==> src/rtl/isp_pkg.sv <==
package isp_pkg;

	// Defaults for the top-level parameters.
	localparam int ENTRIES_DEF    = 1024;
	localparam int DEGREE_DEF     = 3;
	localparam int BLOCK_BITS_DEF = 6;
	localparam int PAGE_BITS_DEF  = 12;

	// Fixed field widths.
	localparam int ADDR_W = 64;
	localparam int CAP_W  = 9;
	localparam logic [CAP_W-1:0] CAP_RESET = 9'd32;

	// States of the tracker sequencer.
	typedef enum logic [2:0] {
		ST_CLEAR,
		ST_IDLE,
		ST_SCAN,
		ST_DECIDE,
		ST_TOUCH
	} trk_state_t;

endpackage

==> src/rtl/isp_queue.sv <==
module isp_queue import isp_pkg::*; #(
	parameter int WIDTH = 8
) (
	input  logic             clk,
	input  logic             arst_n,
	input  logic             push,
	input  logic [WIDTH-1:0] push_data,
	output logic             full,
	input  logic             pop,
	output logic [WIDTH-1:0] pop_data,
	output logic             empty
);

	logic [WIDTH-1:0] slot_q [2];
	logic             wr_ptr_q;
	logic             rd_ptr_q;
	logic [1:0]       cnt_q;

	assign full     = (cnt_q == 2'd2);
	assign empty    = (cnt_q == 2'd0);
	assign pop_data = slot_q[rd_ptr_q];

	// Two-slot storage; written only when there is room.
	always_ff @(posedge clk) begin
		if (push && !full) begin
			slot_q[wr_ptr_q] <= push_data;
		end
	end

	// Pointers and fill count.
	always_ff @(posedge clk or negedge arst_n) begin
		if (!arst_n) begin
			wr_ptr_q <= 1'b0;
			rd_ptr_q <= 1'b0;
			cnt_q    <= 2'd0;
		end else begin
			if (push && !full) begin
				wr_ptr_q <= ~wr_ptr_q;
			end
			if (pop && !empty) begin
				rd_ptr_q <= ~rd_ptr_q;
			end
			if ((push && !full) && !(pop && !empty)) begin
				cnt_q <= cnt_q + 2'd1;
			end else if (!(push && !full) && (pop && !empty)) begin
				cnt_q <= cnt_q - 2'd1;
			end
		end
	end

endmodule

==> config.mk <==
export PLATFORM = sky130hd
export DESIGN_NAME = isp_queue
export DESIGN_NICKNAME = d
export VERILOG_FILES = /design/src/rtl/isp_pkg.sv /design/src/rtl/isp_queue.sv
export SDC_FILE = /design/constraint.sdc
export NUM_CORES = 1
export LEC_CHECK = 0
export ABC_CLOCK_PERIOD_IN_PS = 1600
export BUFFER_PORTS_ARGS = -buffer_cell sky130_fd_sc_hd__buf_2
export CORE_MARGIN = 8
export CORE_UTILIZATION = 48
export CTS_CLUSTER_DIAMETER = 50
export DETAILED_ROUTE_END_ITERATION = 10
export PLACE_DENSITY = 0.78
export SYNTH_ARGS = -nofsm -noshare
export SYNTH_HDL_FRONTEND = slang
export SYNTH_SLANG_ARGS = --single-unit
==> constraint.sdc <==
create_clock -name clk -period 1.6 [get_ports clk]
set_input_delay 0.08 -clock clk [delete_from_list [all_inputs] [get_ports clk]]
set_output_delay 0.08 -clock clk [all_outputs]
set_load 0.05 [all_outputs]
==> results.yml <==
yosys:
  ys_seq_elements: 20
  synth_top_cell_by_area: "edfxtp_1"
  synthCells: 44
  synth_area_leaders: "edfxtp_1, dfrtp_1, mux2_1"
  ys_warn_count: 0
  yosysSeqAreaShare: 0.750
  yosysTopAreaCellShare: 0.620
  synth_area_sq_um: 774
  synth_nets: 57
  avgSynthCellArea_sq_um: 17.6
  yosysUniqueCellTypes: 14
placement:
  io_buffers: 21
  gp_congestion: 0.656
  dpl_cell_area_sq_um: 910
  hpwlAfterDp_mm: 1.04
  dp_cells: 82
global_routing:
  grt_start_max_net_pins: 13
  grt_pass1_vias: 541
  antenna_found_initial: 0
  grt_pass1_wl_mm: 2.35
  globalRouteOverflowTotal: 0
  grt_use_total: 0.0942
power_and_ir_drop:
  seqPwrFrac: 0.388
  power.density_nw_per_um2: 2050
  pwr-share-clk: 0.187
  p_sw_w: 0.000888
  power.share.switching: 0.411
  intPower_w: 0.00127
  peakVddDrop_mv: 1.23
  leakage_nw: 0.443
  combPwrFrac: 0.424
worst_setup_path:
  cp_max_fo: 5
  crit_chain: "nand2b_1 -> nand2_2 -> inv_1 -> ha_1 -> xor2_1 -> nor2_1 -> xor2_1"
  crit_family: "flip-flops"
  slowest_stage: "dfrtp_1"
  worstPathArrival_ns: 1.71
  endpoint_kind: "register"
  cp_slowest_stage_delay_ns: 0.45
  cp.required_ns: 1.83
  cp_common_cell: "xor2_1"
  crit_buf_inv: 1
  crit_path_start_kind: "register"
  critPathKind: "reg -> reg"
sta:
  fmax_mhz: 678
  rsz0062_at_grt: "false"
  max_slew_margin: 0.744
  setup_viol: 0
  min_period_ns: 1.48
  fin_crit_sh: 0.922
  drv_slew: 0
  worstMarginPinSlew_ns: 0.385
  hold_viol: 0
  clock_skew_ns: 0.00269
  fin_setup_tns_ns: 0
finish:
  utilization: 0.699
  area_delta_synth_final_pct: 36.0
  nNetsFinal: 93
  design_area_sq_um: 1050
  drive_above_1_share: 0.380
  final_cell_mix: "buf_2, edfxtp_1, dlygate4sd3_1, mux2_1"
  fillers: 112
  diodes: 0
  fin_cells: 95
  layout_commonest_cell: "buf_2"
drt:
  num_vias: 472
  drtAntennaViolNets: 0
  drt_pass1_iterations: 4
  drt_first_iter_violations: 5
  route.detailed.drc: 0
  finalWirelength_mm: 1.44
  vias_per_cell: 4.97
  wl_per_cell_um: 15.1
clock_tree:
  htree_levels: 1
  cts_sinks: 20
  clock_latency_ns: 0.29
  clkSlewWorstSetupHoldPaths_ns: 0.11
  cts_buffer_depth: 2
  cts_tree: "done"
  root_buffer: "clkbuf_4"
  post_cts_buffers: 0
  cts_buffers: 3
die:
  io_pins: 22
  placementRows: 14
  die_y_um: 56.2
  coreArea_sq_um: 1510
  die_area_sq_um: 3160
  fp.dieW_um: 56.2
  initial_utilization: 0.514
flow_run:
  max_cap_violations: 0
hold_path:
  hold_path.class: "in -> reg"
status:
  status: "finished clean"
==> path summary, 6_finish.rpt <==
kind / endpoint / slack, ns / cells after the start / from
setup / recovery: cnt_q[1] / 0.12 / 7 / cnt_q[0]
hold / removal: wr_ptr_q / 0.07 / 3 / push
setup reg to reg: cnt_q[1] / 0.12 / 7 / cnt_q[0]
hold reg to reg: wr_ptr_q / 0.51 / 1 / wr_ptr_q
max in group asynchronous: rd_ptr_q / 1.36 / 2 / arst_n
min in group asynchronous: wr_ptr_q / 0.11 / 2 / arst_n
==> layout make-up <==
cell class	instances	area, sq um	share of cell area
Clock buffer	3	22.5	0.0214
Clock inverter	1	30.0	0.0285
Inverter	2	7.51	0.00713
Multi-Input combinational cell	21	181	0.172
Sequential cell	20	582	0.552
Tap cell	16	20.0	0.0190
Timing Repair Buffer	32	210	0.200
==> metal layers <==
| metal | track usage | vias to the layer above | wire [um] |
|---|---|---|---|
| met2 | 0.179 | 13 | 759 |
| met1 | 0.0867 | 228 | 584 |
| li1 | - | 229 | - |
| met5 | 0 | - | 0 |
| met4 | 0.0309 | 0 | 17 |
| met3 | 0.0388 | 2 | 77 |
==> tightest hold or removal path, cell delays in order <==
cell     delay (ns)
buf_2          0.11
nand2_2        0.07
xnor2_1        0.07
==> flip-flops by register name, indices dropped and copies added, names as in the netlist <==
name      cells
slot_q       16
rd_ptr_q      1
cnt_q         2
wr_ptr_q      1
==> cell families (layout without fill, tap and decap cells) <==
family,after synthesis,in the layout,synth area share
buffers and inverters,3,38,0.0162
DFF,20,20,0.750
xor gates and xnor gates,5,5,0.0566
AOI/OAI and AO/OA,1,1,0.00646
muxes,8,8,0.116
and+or+nand+nor,6,6,0.0388
adders and majority gates,1,1,0.0162
==> stage by stage <==
step	hold slack, ns	total power [W]	setup slack [ns]
2_1_floorplan	-0.216	0.00154	0.226
6_report	0.0746	0.00216	0.125
5_1_grt	0.0688	0.00227	0.0178
4_1_cts	0.0606	0.00218	0.0307
3_3_place_gp	-0.109	0.00173	0.208
3_5_place_dp	-0.108	0.00176	0.134
==> synthesized netlist by cell type <==
library cell and instances:
nand2_2 1, dfrtp_1 4, mux2_2 1, edfxtp_1 16
xor2_1 2, inv_1 2, mux2_1 7, nand2b_1 1
xnor2_1 3, o21ai_1 1, buf_2 1, and3_1 1
ha_1 1, nor2_1 3
==> repair_timing <==
| action | CTS | global route |
|---|---|---|
| endpoints found under the hold margin | 20 | 0 |
| endpoints found under the setup margin | 0 | 6 |
| hold buffers | 9 | 0 |
| resized for setup | 0 | 1 |
==> power by group through the flow <==
| stage | combinational (W) | clock [W] | sequential (W) |
|---|---|---|---|
| after global routing | 0.000978 | 0.000432 | 0.000864 |
| after floorplan | 0.000752 | 0 | 0.000788 |
| after global placement | 0.000891 | 0 | 0.000842 |
| after CTS | 0.000929 | 0.000411 | 0.000839 |
| final | 0.000917 | 0.000404 | 0.000839 |
| after detailed placement | 0.000910 | 0 | 0.000851 |
(Power assumes the default switching activity.)
