[config.mk]
export PLATFORM = sky130hd
export DESIGN_NAME = isp_issue
export DESIGN_NICKNAME = d
export VERILOG_FILES = /design/src/rtl/isp_pkg.sv /design/src/rtl/isp_issue.sv
export SDC_FILE = /design/constraint.sdc
export NUM_CORES = 1
export LEC_CHECK = 0
export CORE_ASPECT_RATIO = 1.75
export CORE_UTILIZATION = 54
export CTS_CLUSTER_DIAMETER = 30
export DETAILED_ROUTE_END_ITERATION = 16
export DONT_BUFFER_PORTS = 1
export MAX_ROUTING_LAYER = met4
export PLACE_DENSITY_LB_ADDON = 0.15
export SYNTH_ARGS = -nofsm -noshare
export SYNTH_HDL_FRONTEND = slang
export SYNTH_SLANG_ARGS = --single-unit
[constraint.sdc]
create_clock -name clk -period 5.35 [get_ports clk]
set_input_delay 0.8025 -clock clk [delete_from_list [all_inputs] [get_ports clk]]
set_output_delay 0.8025 -clock clk [all_outputs]
set_load 0.03 [all_outputs]
[src/rtl/isp_pkg.sv]
package isp_pkg;

	// Defaults for the top-level parameters.
	localparam int ENTRIES_DEF    = 1024;
	localparam int DEGREE_DEF     = 3;
	localparam int BLOCK_BITS_DEF = 6;
	localparam int PAGE_BITS_DEF  = 12;

	// Fixed field widths.
	localparam int ADDR_W = 64;
	localparam int CAP_W  = 9;
	localparam logic [CAP_W-1:0] CAP_RESET = 9'd32;

	// States of the tracker sequencer.
	typedef enum logic [2:0] {
		ST_CLEAR,
		ST_IDLE,
		ST_SCAN,
		ST_DECIDE,
		ST_TOUCH
	} trk_state_t;

endpackage

[src/rtl/isp_issue.sv]
module isp_issue import isp_pkg::*; #(
	parameter int DEGREE     = DEGREE_DEF,
	parameter int BLOCK_BITS = BLOCK_BITS_DEF,
	parameter int PAGE_BITS  = PAGE_BITS_DEF,
	localparam int LINE_W    = ADDR_W - BLOCK_BITS,
	localparam int PLB       = (PAGE_BITS > BLOCK_BITS) ? (PAGE_BITS - BLOCK_BITS) : 0,
	localparam int SW        = PLB + 5,
	localparam int JOB_W     = LINE_W + SW + 2
) (
	input  logic              clk,
	input  logic              arst_n,
	input  logic [JOB_W-1:0]  job_data,
	input  logic              job_empty,
	output logic              job_pop,
	output logic              out_valid,
	input  logic              out_ready,
	output logic [ADDR_W-1:0] prefetch_addr,
	output logic              to_llc,
	output logic              last_prefetch
);

	localparam int K_W = $clog2(DEGREE + 1);
	localparam logic [SW-1:0] PAGE_LINES = SW'(64'd1 << PLB);
	localparam logic [SW-1:0] PAGE_MASK  = SW'((64'd1 << PLB) - 64'd1);

	logic              busy_q;
	logic [LINE_W-1:0] cl_q;
	logic [SW-1:0]     mag_q;
	logic              neg_q;
	logic              llc_q;
	logic [SW-1:0]     step_q;
	logic [K_W-1:0]    k_q;
	logic              out_vld_q;
	logic [ADDR_W-1:0] addr_q;
	logic              llc_out_q;
	logic              last_q;

	logic [SW-1:0]     off;
	logic [SW-1:0]     step_nxt;
	logic              ok_cur;
	logic              ok_nxt;
	logic              adv;
	logic              is_last;
	logic [LINE_W-1:0] target;

	assign out_valid     = out_vld_q;
	assign prefetch_addr = addr_q;
	assign to_llc        = llc_out_q;
	assign last_prefetch = last_q;

	// Page checks for the current and the following target.
	assign off      = SW'(cl_q) & PAGE_MASK;
	assign step_nxt = step_q + mag_q;
	assign ok_cur   = neg_q ? (step_q <= off) : ((off + step_q) < PAGE_LINES);
	assign ok_nxt   = neg_q ? (step_nxt <= off) : ((off + step_nxt) < PAGE_LINES);
	assign is_last  = (k_q == K_W'(DEGREE)) || !ok_nxt;
	assign target   = neg_q ? (cl_q - LINE_W'(step_q)) : (cl_q + LINE_W'(step_q));

	assign adv     = !out_vld_q || out_ready;
	assign job_pop = !busy_q && !job_empty;

	// Walk through the targets of one job, one beat a cycle while out_ready does not hold the output back.
	always_ff @(posedge clk or negedge arst_n) begin
		if (!arst_n) begin
			busy_q    <= 1'b0;
			out_vld_q <= 1'b0;
		end else begin
			if (busy_q && adv && ok_cur) begin
				out_vld_q <= 1'b1;
			end else if (out_ready) begin
				out_vld_q <= 1'b0;
			end
			if (job_pop) begin
				busy_q <= 1'b1;
			end else if (busy_q && adv && (!ok_cur || is_last)) begin
				busy_q <= 1'b0;
			end
		end
	end

	// Job and result payload.
	always_ff @(posedge clk) begin
		if (job_pop) begin
			{cl_q, mag_q, neg_q, llc_q} <= job_data;
			step_q <= job_data[SW+1:2];
			k_q    <= K_W'(1);
		end else if (busy_q && adv && ok_cur) begin
			addr_q    <= {target, BLOCK_BITS'(0)};
			llc_out_q <= llc_q;
			last_q    <= is_last;
			step_q    <= step_nxt;
			k_q       <= k_q + K_W'(1);
		end
	end

endmodule

==> impl_metrics.env <==
export IMPL_timing_fmax_mhz=201
export IMPL_routed_via_count=6593
export IMPL_total_power_uw=3660
export IMPL_critPathLaunch="step_q[6]$_DFFE_PP_"
export IMPL_routed_wirelength_mm=24.4
export IMPL_post_cts_setup_buffers=0
export IMPL_slew_violations=0
export IMPL_ant_nets=0
export IMPL_share_of_the_clock_period_used_by_the_worst_path_after_layout=0.932
export IMPL_dieArea_sq_mm=0.0174
export IMPL_drv_max_cap_violation_count=0
export IMPL_clk_transition_reported_paths_ns=0.06
export IMPL_globalRoute_totalOverflow=0
export IMPL_detailedPlacementHpwl_mm=19.3
export IMPL_critical_path_reg2reg_startpoint="step_q[6]$_DFFE_PP_"
export IMPL_gp_congestion=0.929
export IMPL_mostFrequentLayoutCell="edfxtp_1"
export IMPL_rsz0062_at_grt="no"
export IMPL_tritoncts="built"
export IMPL_initialDrtViolationCount=368
export IMPL_postCtsHoldBufs=0
export IMPL_yosys_register_bits=146
export IMPL_synth_cell_area_sq_mm=0.00912
export IMPL_synth_top_area_cell="edfxtp_1"
export IMPL_cts_root_buf="clkbuf_16"
export IMPL_worst_ep_arrival_time_ns=5.17
export IMPL_ys_flop_type="edfxtp_1"
export IMPL_initial_core_util=0.555
export IMPL_largest_net_degree_at_the_start_of_global_routing=55
export IMPL_yosysSeqAreaShare=0.477
export IMPL_final_setup_tns_ns=0
export IMPL_worstSetupEndpointType="register"
export IMPL_drt_vias_per_instance=6.10
export IMPL_final_cell_mix="142 x edfxtp_1, 95 x ha_1, 81 x a21oi_1"
export IMPL_total_leakage_power_uw=0.00397
export IMPL_layout_min_cycle_time_ns=4.99
export IMPL_report_final_setup_viol=0
export IMPL_clock_path_buffers=2
export IMPL_syn_inst=840
export IMPL_criticalPathCategory="reg -> reg"
export IMPL_synth_area_per_cell_sq_um=10.9
export IMPL_core_area_sq_mm=0.0164
export IMPL_fin_worst_skew_ns=0.0132
export IMPL_drtPass1Iterations=5
export IMPL_antenna_found_initial=1
export IMPL_die_w_microns=100
export IMPL_synth_edf_count=142
export IMPL_place_port_buffers=0
export IMPL_groute_usage_overall=0.300
export IMPL_post_synth_top_area_fraction=0.467
export IMPL_drc=0
export IMPL_ffs_w_async_s_r_synth=0.0137
export IMPL_final_net_count=1015
export IMPL_fp_dieH_microns=174
export IMPL_cell_types_with_the_largest_area_share_after_synthesis="edfxtp_1 47%, ha_1 13%, xnor2_1 4.9%"
export IMPL_clk_latency_ns=0.44
export IMPL_result_of_the_run="complete, no violations"
export IMPL_maxSlewHeadroom=0.354
export IMPL_layout_filler_cells=1385
export IMPL_critical_path_startpoint_type="register"
export IMPL_ir_drop_uv=276
export IMPL_area_growth_pct=9.09
export IMPL_timing_hold_ws_ns=0.0557
export IMPL_critical_path_required_ns=5.53
export IMPL_tritoncts_num_sinks=146
export IMPL_drive_gt1_frac=0.0584
export IMPL_timing_critical_path_fanout_max=11
export IMPL_min_delay_path_class="in -> async"
export IMPL_yosys_warnings=0
export IMPL_r2r_worst_path_cells=15
export IMPL_grt_pass1_vias=6814
export IMPL_first_pass_grt_wire_length_mm=36.9
export IMPL_cts_resized=0
export IMPL_actual_slew_at_the_worst_max_slew_pin_ns=0.969
export IMPL_htree_num_levels=4
export IMPL_powerDensity_mw_per_mm2=368
export IMPL_detail_route_wl_per_cell_microns=22.6
export IMPL_final_hold_viol_count=0
export IMPL_number_of_rows_created_at_floorplan=62
export IMPL_number_of_top_level_pins=143
export IMPL_synthDistinctLibCells=65
export IMPL_numCtsBuffers=17
-- layout make-up --
class                   instances  area, sq um  share of cell area
diodes                          1         2.50            0.000251
clock buffers                  18          429              0.0431
clock inverters                14          179              0.0180
inverters                      41          155              0.0156
multi-input cells             631         4510               0.453
flip-flops and latches        146         4350               0.438
well taps                     224          280              0.0282
repair buffers                  6         45.0             0.00453
-- worst max-delay path, stage by stage, from the launching register on --
cell,delay [ns]
edfxtp_1,0.51
nor3_1,0.25
nand2b_1,0.12
nor2_1,0.53
a21o_1,0.53
ha_1,0.42
a21oi_1,0.37
o21bai_1,0.15
nand2_1,0.12
a31oi_1,0.15
or4_1,0.62
o211ai_1,0.27
nand2_1,0.16
a211o_1,0.27
a21oi_1,0.18
xnor2_1,0.08
-- cell usage after synthesis, types with 7 or more instances --
cell        n
nor2_1     48
a21o_1     42
o21bai_1   15
o21ai_0    33
clkbuf_1   18
edfxtp_1  142
nor2b_1     7
nor3_1      9
xor2_1     25
nand4_1    16
nand2_1    74
a31oi_1    14
inv_1      41
a21oi_1    81
ha_1       95
o21a_1     12
xnor2_1    51
nand3_1    15
-- registers in the layout, summed over array words and instances, names as in the netlist --
name	cells
to_llc	1
k_q	2
mag_q	11
step_q	11
llc_q	1
prefetch_addr	58
busy_q	1
last_prefetch	1
neg_q	1
out_valid	1
cl_q	58
-- through the flow --
step	std cells	worst slack [ns]	cell area, sq um	utilization
final	1081	0.363	9950	0.605
after global routing	1081	0.0871	9950	0.605
after CTS	1080	0.487	9950	0.605
after detailed placement	1048	0.518	9340	0.568
after global placement	1048	0.609	9340	0.568
after floorplan	845	0.937	9140	-
-- routing by layer --
metal  vias up  global-route usage  wire length, microns
li1       3143                   -                     -
met1      3132               0.274                  8080
met2       237               0.555                 13800
met3        81              0.0531                   964
met4         0               0.190                  1560
met5         -                   -                     0
-- where the power goes --
| group | internal, uW | switching, uW | total (uW) |
|---|---|---|---|
| Combinational | 370 | 618 | 989 |
| Sequential | 1380 | 73.0 | 1450 |
| Clock | 739 | 482 | 1220 |
-- cells by family (layout without fill, tap and decap cells) --
group	Yosys count	count (layout)	synth area share
compound gates	251	251	0.180
simple gates	198	198	0.100
flops	146	146	0.477
fa+ha+maj	97	97	0.135
xor+xnor	76	76	0.0730
buf+inv	68	79	0.0307
mux	3	3	0.00329
other cells	1	7	0.000411
-- worst paths after layout --
| path | end | slack, ns |
|---|---|---|
| max | prefetch_addr[52]$_DFFE_PP_ | 0.36 |
| max reg2reg | prefetch_addr[52]$_DFFE_PP_ | 0.36 |
| min reg2reg | to_llc$_DFFE_PP_ | 0.46 |
| min | out_valid$_DFFE_PN0P_ | 0.06 |
| max in group asynchronous | busy_q$_DFFE_PN0P_ | 5.23 |
| min in group clk | cl_q[7]$_DFFE_PP_ | 0.45 |
Note: power is estimated with default switching activity, not from simulation.
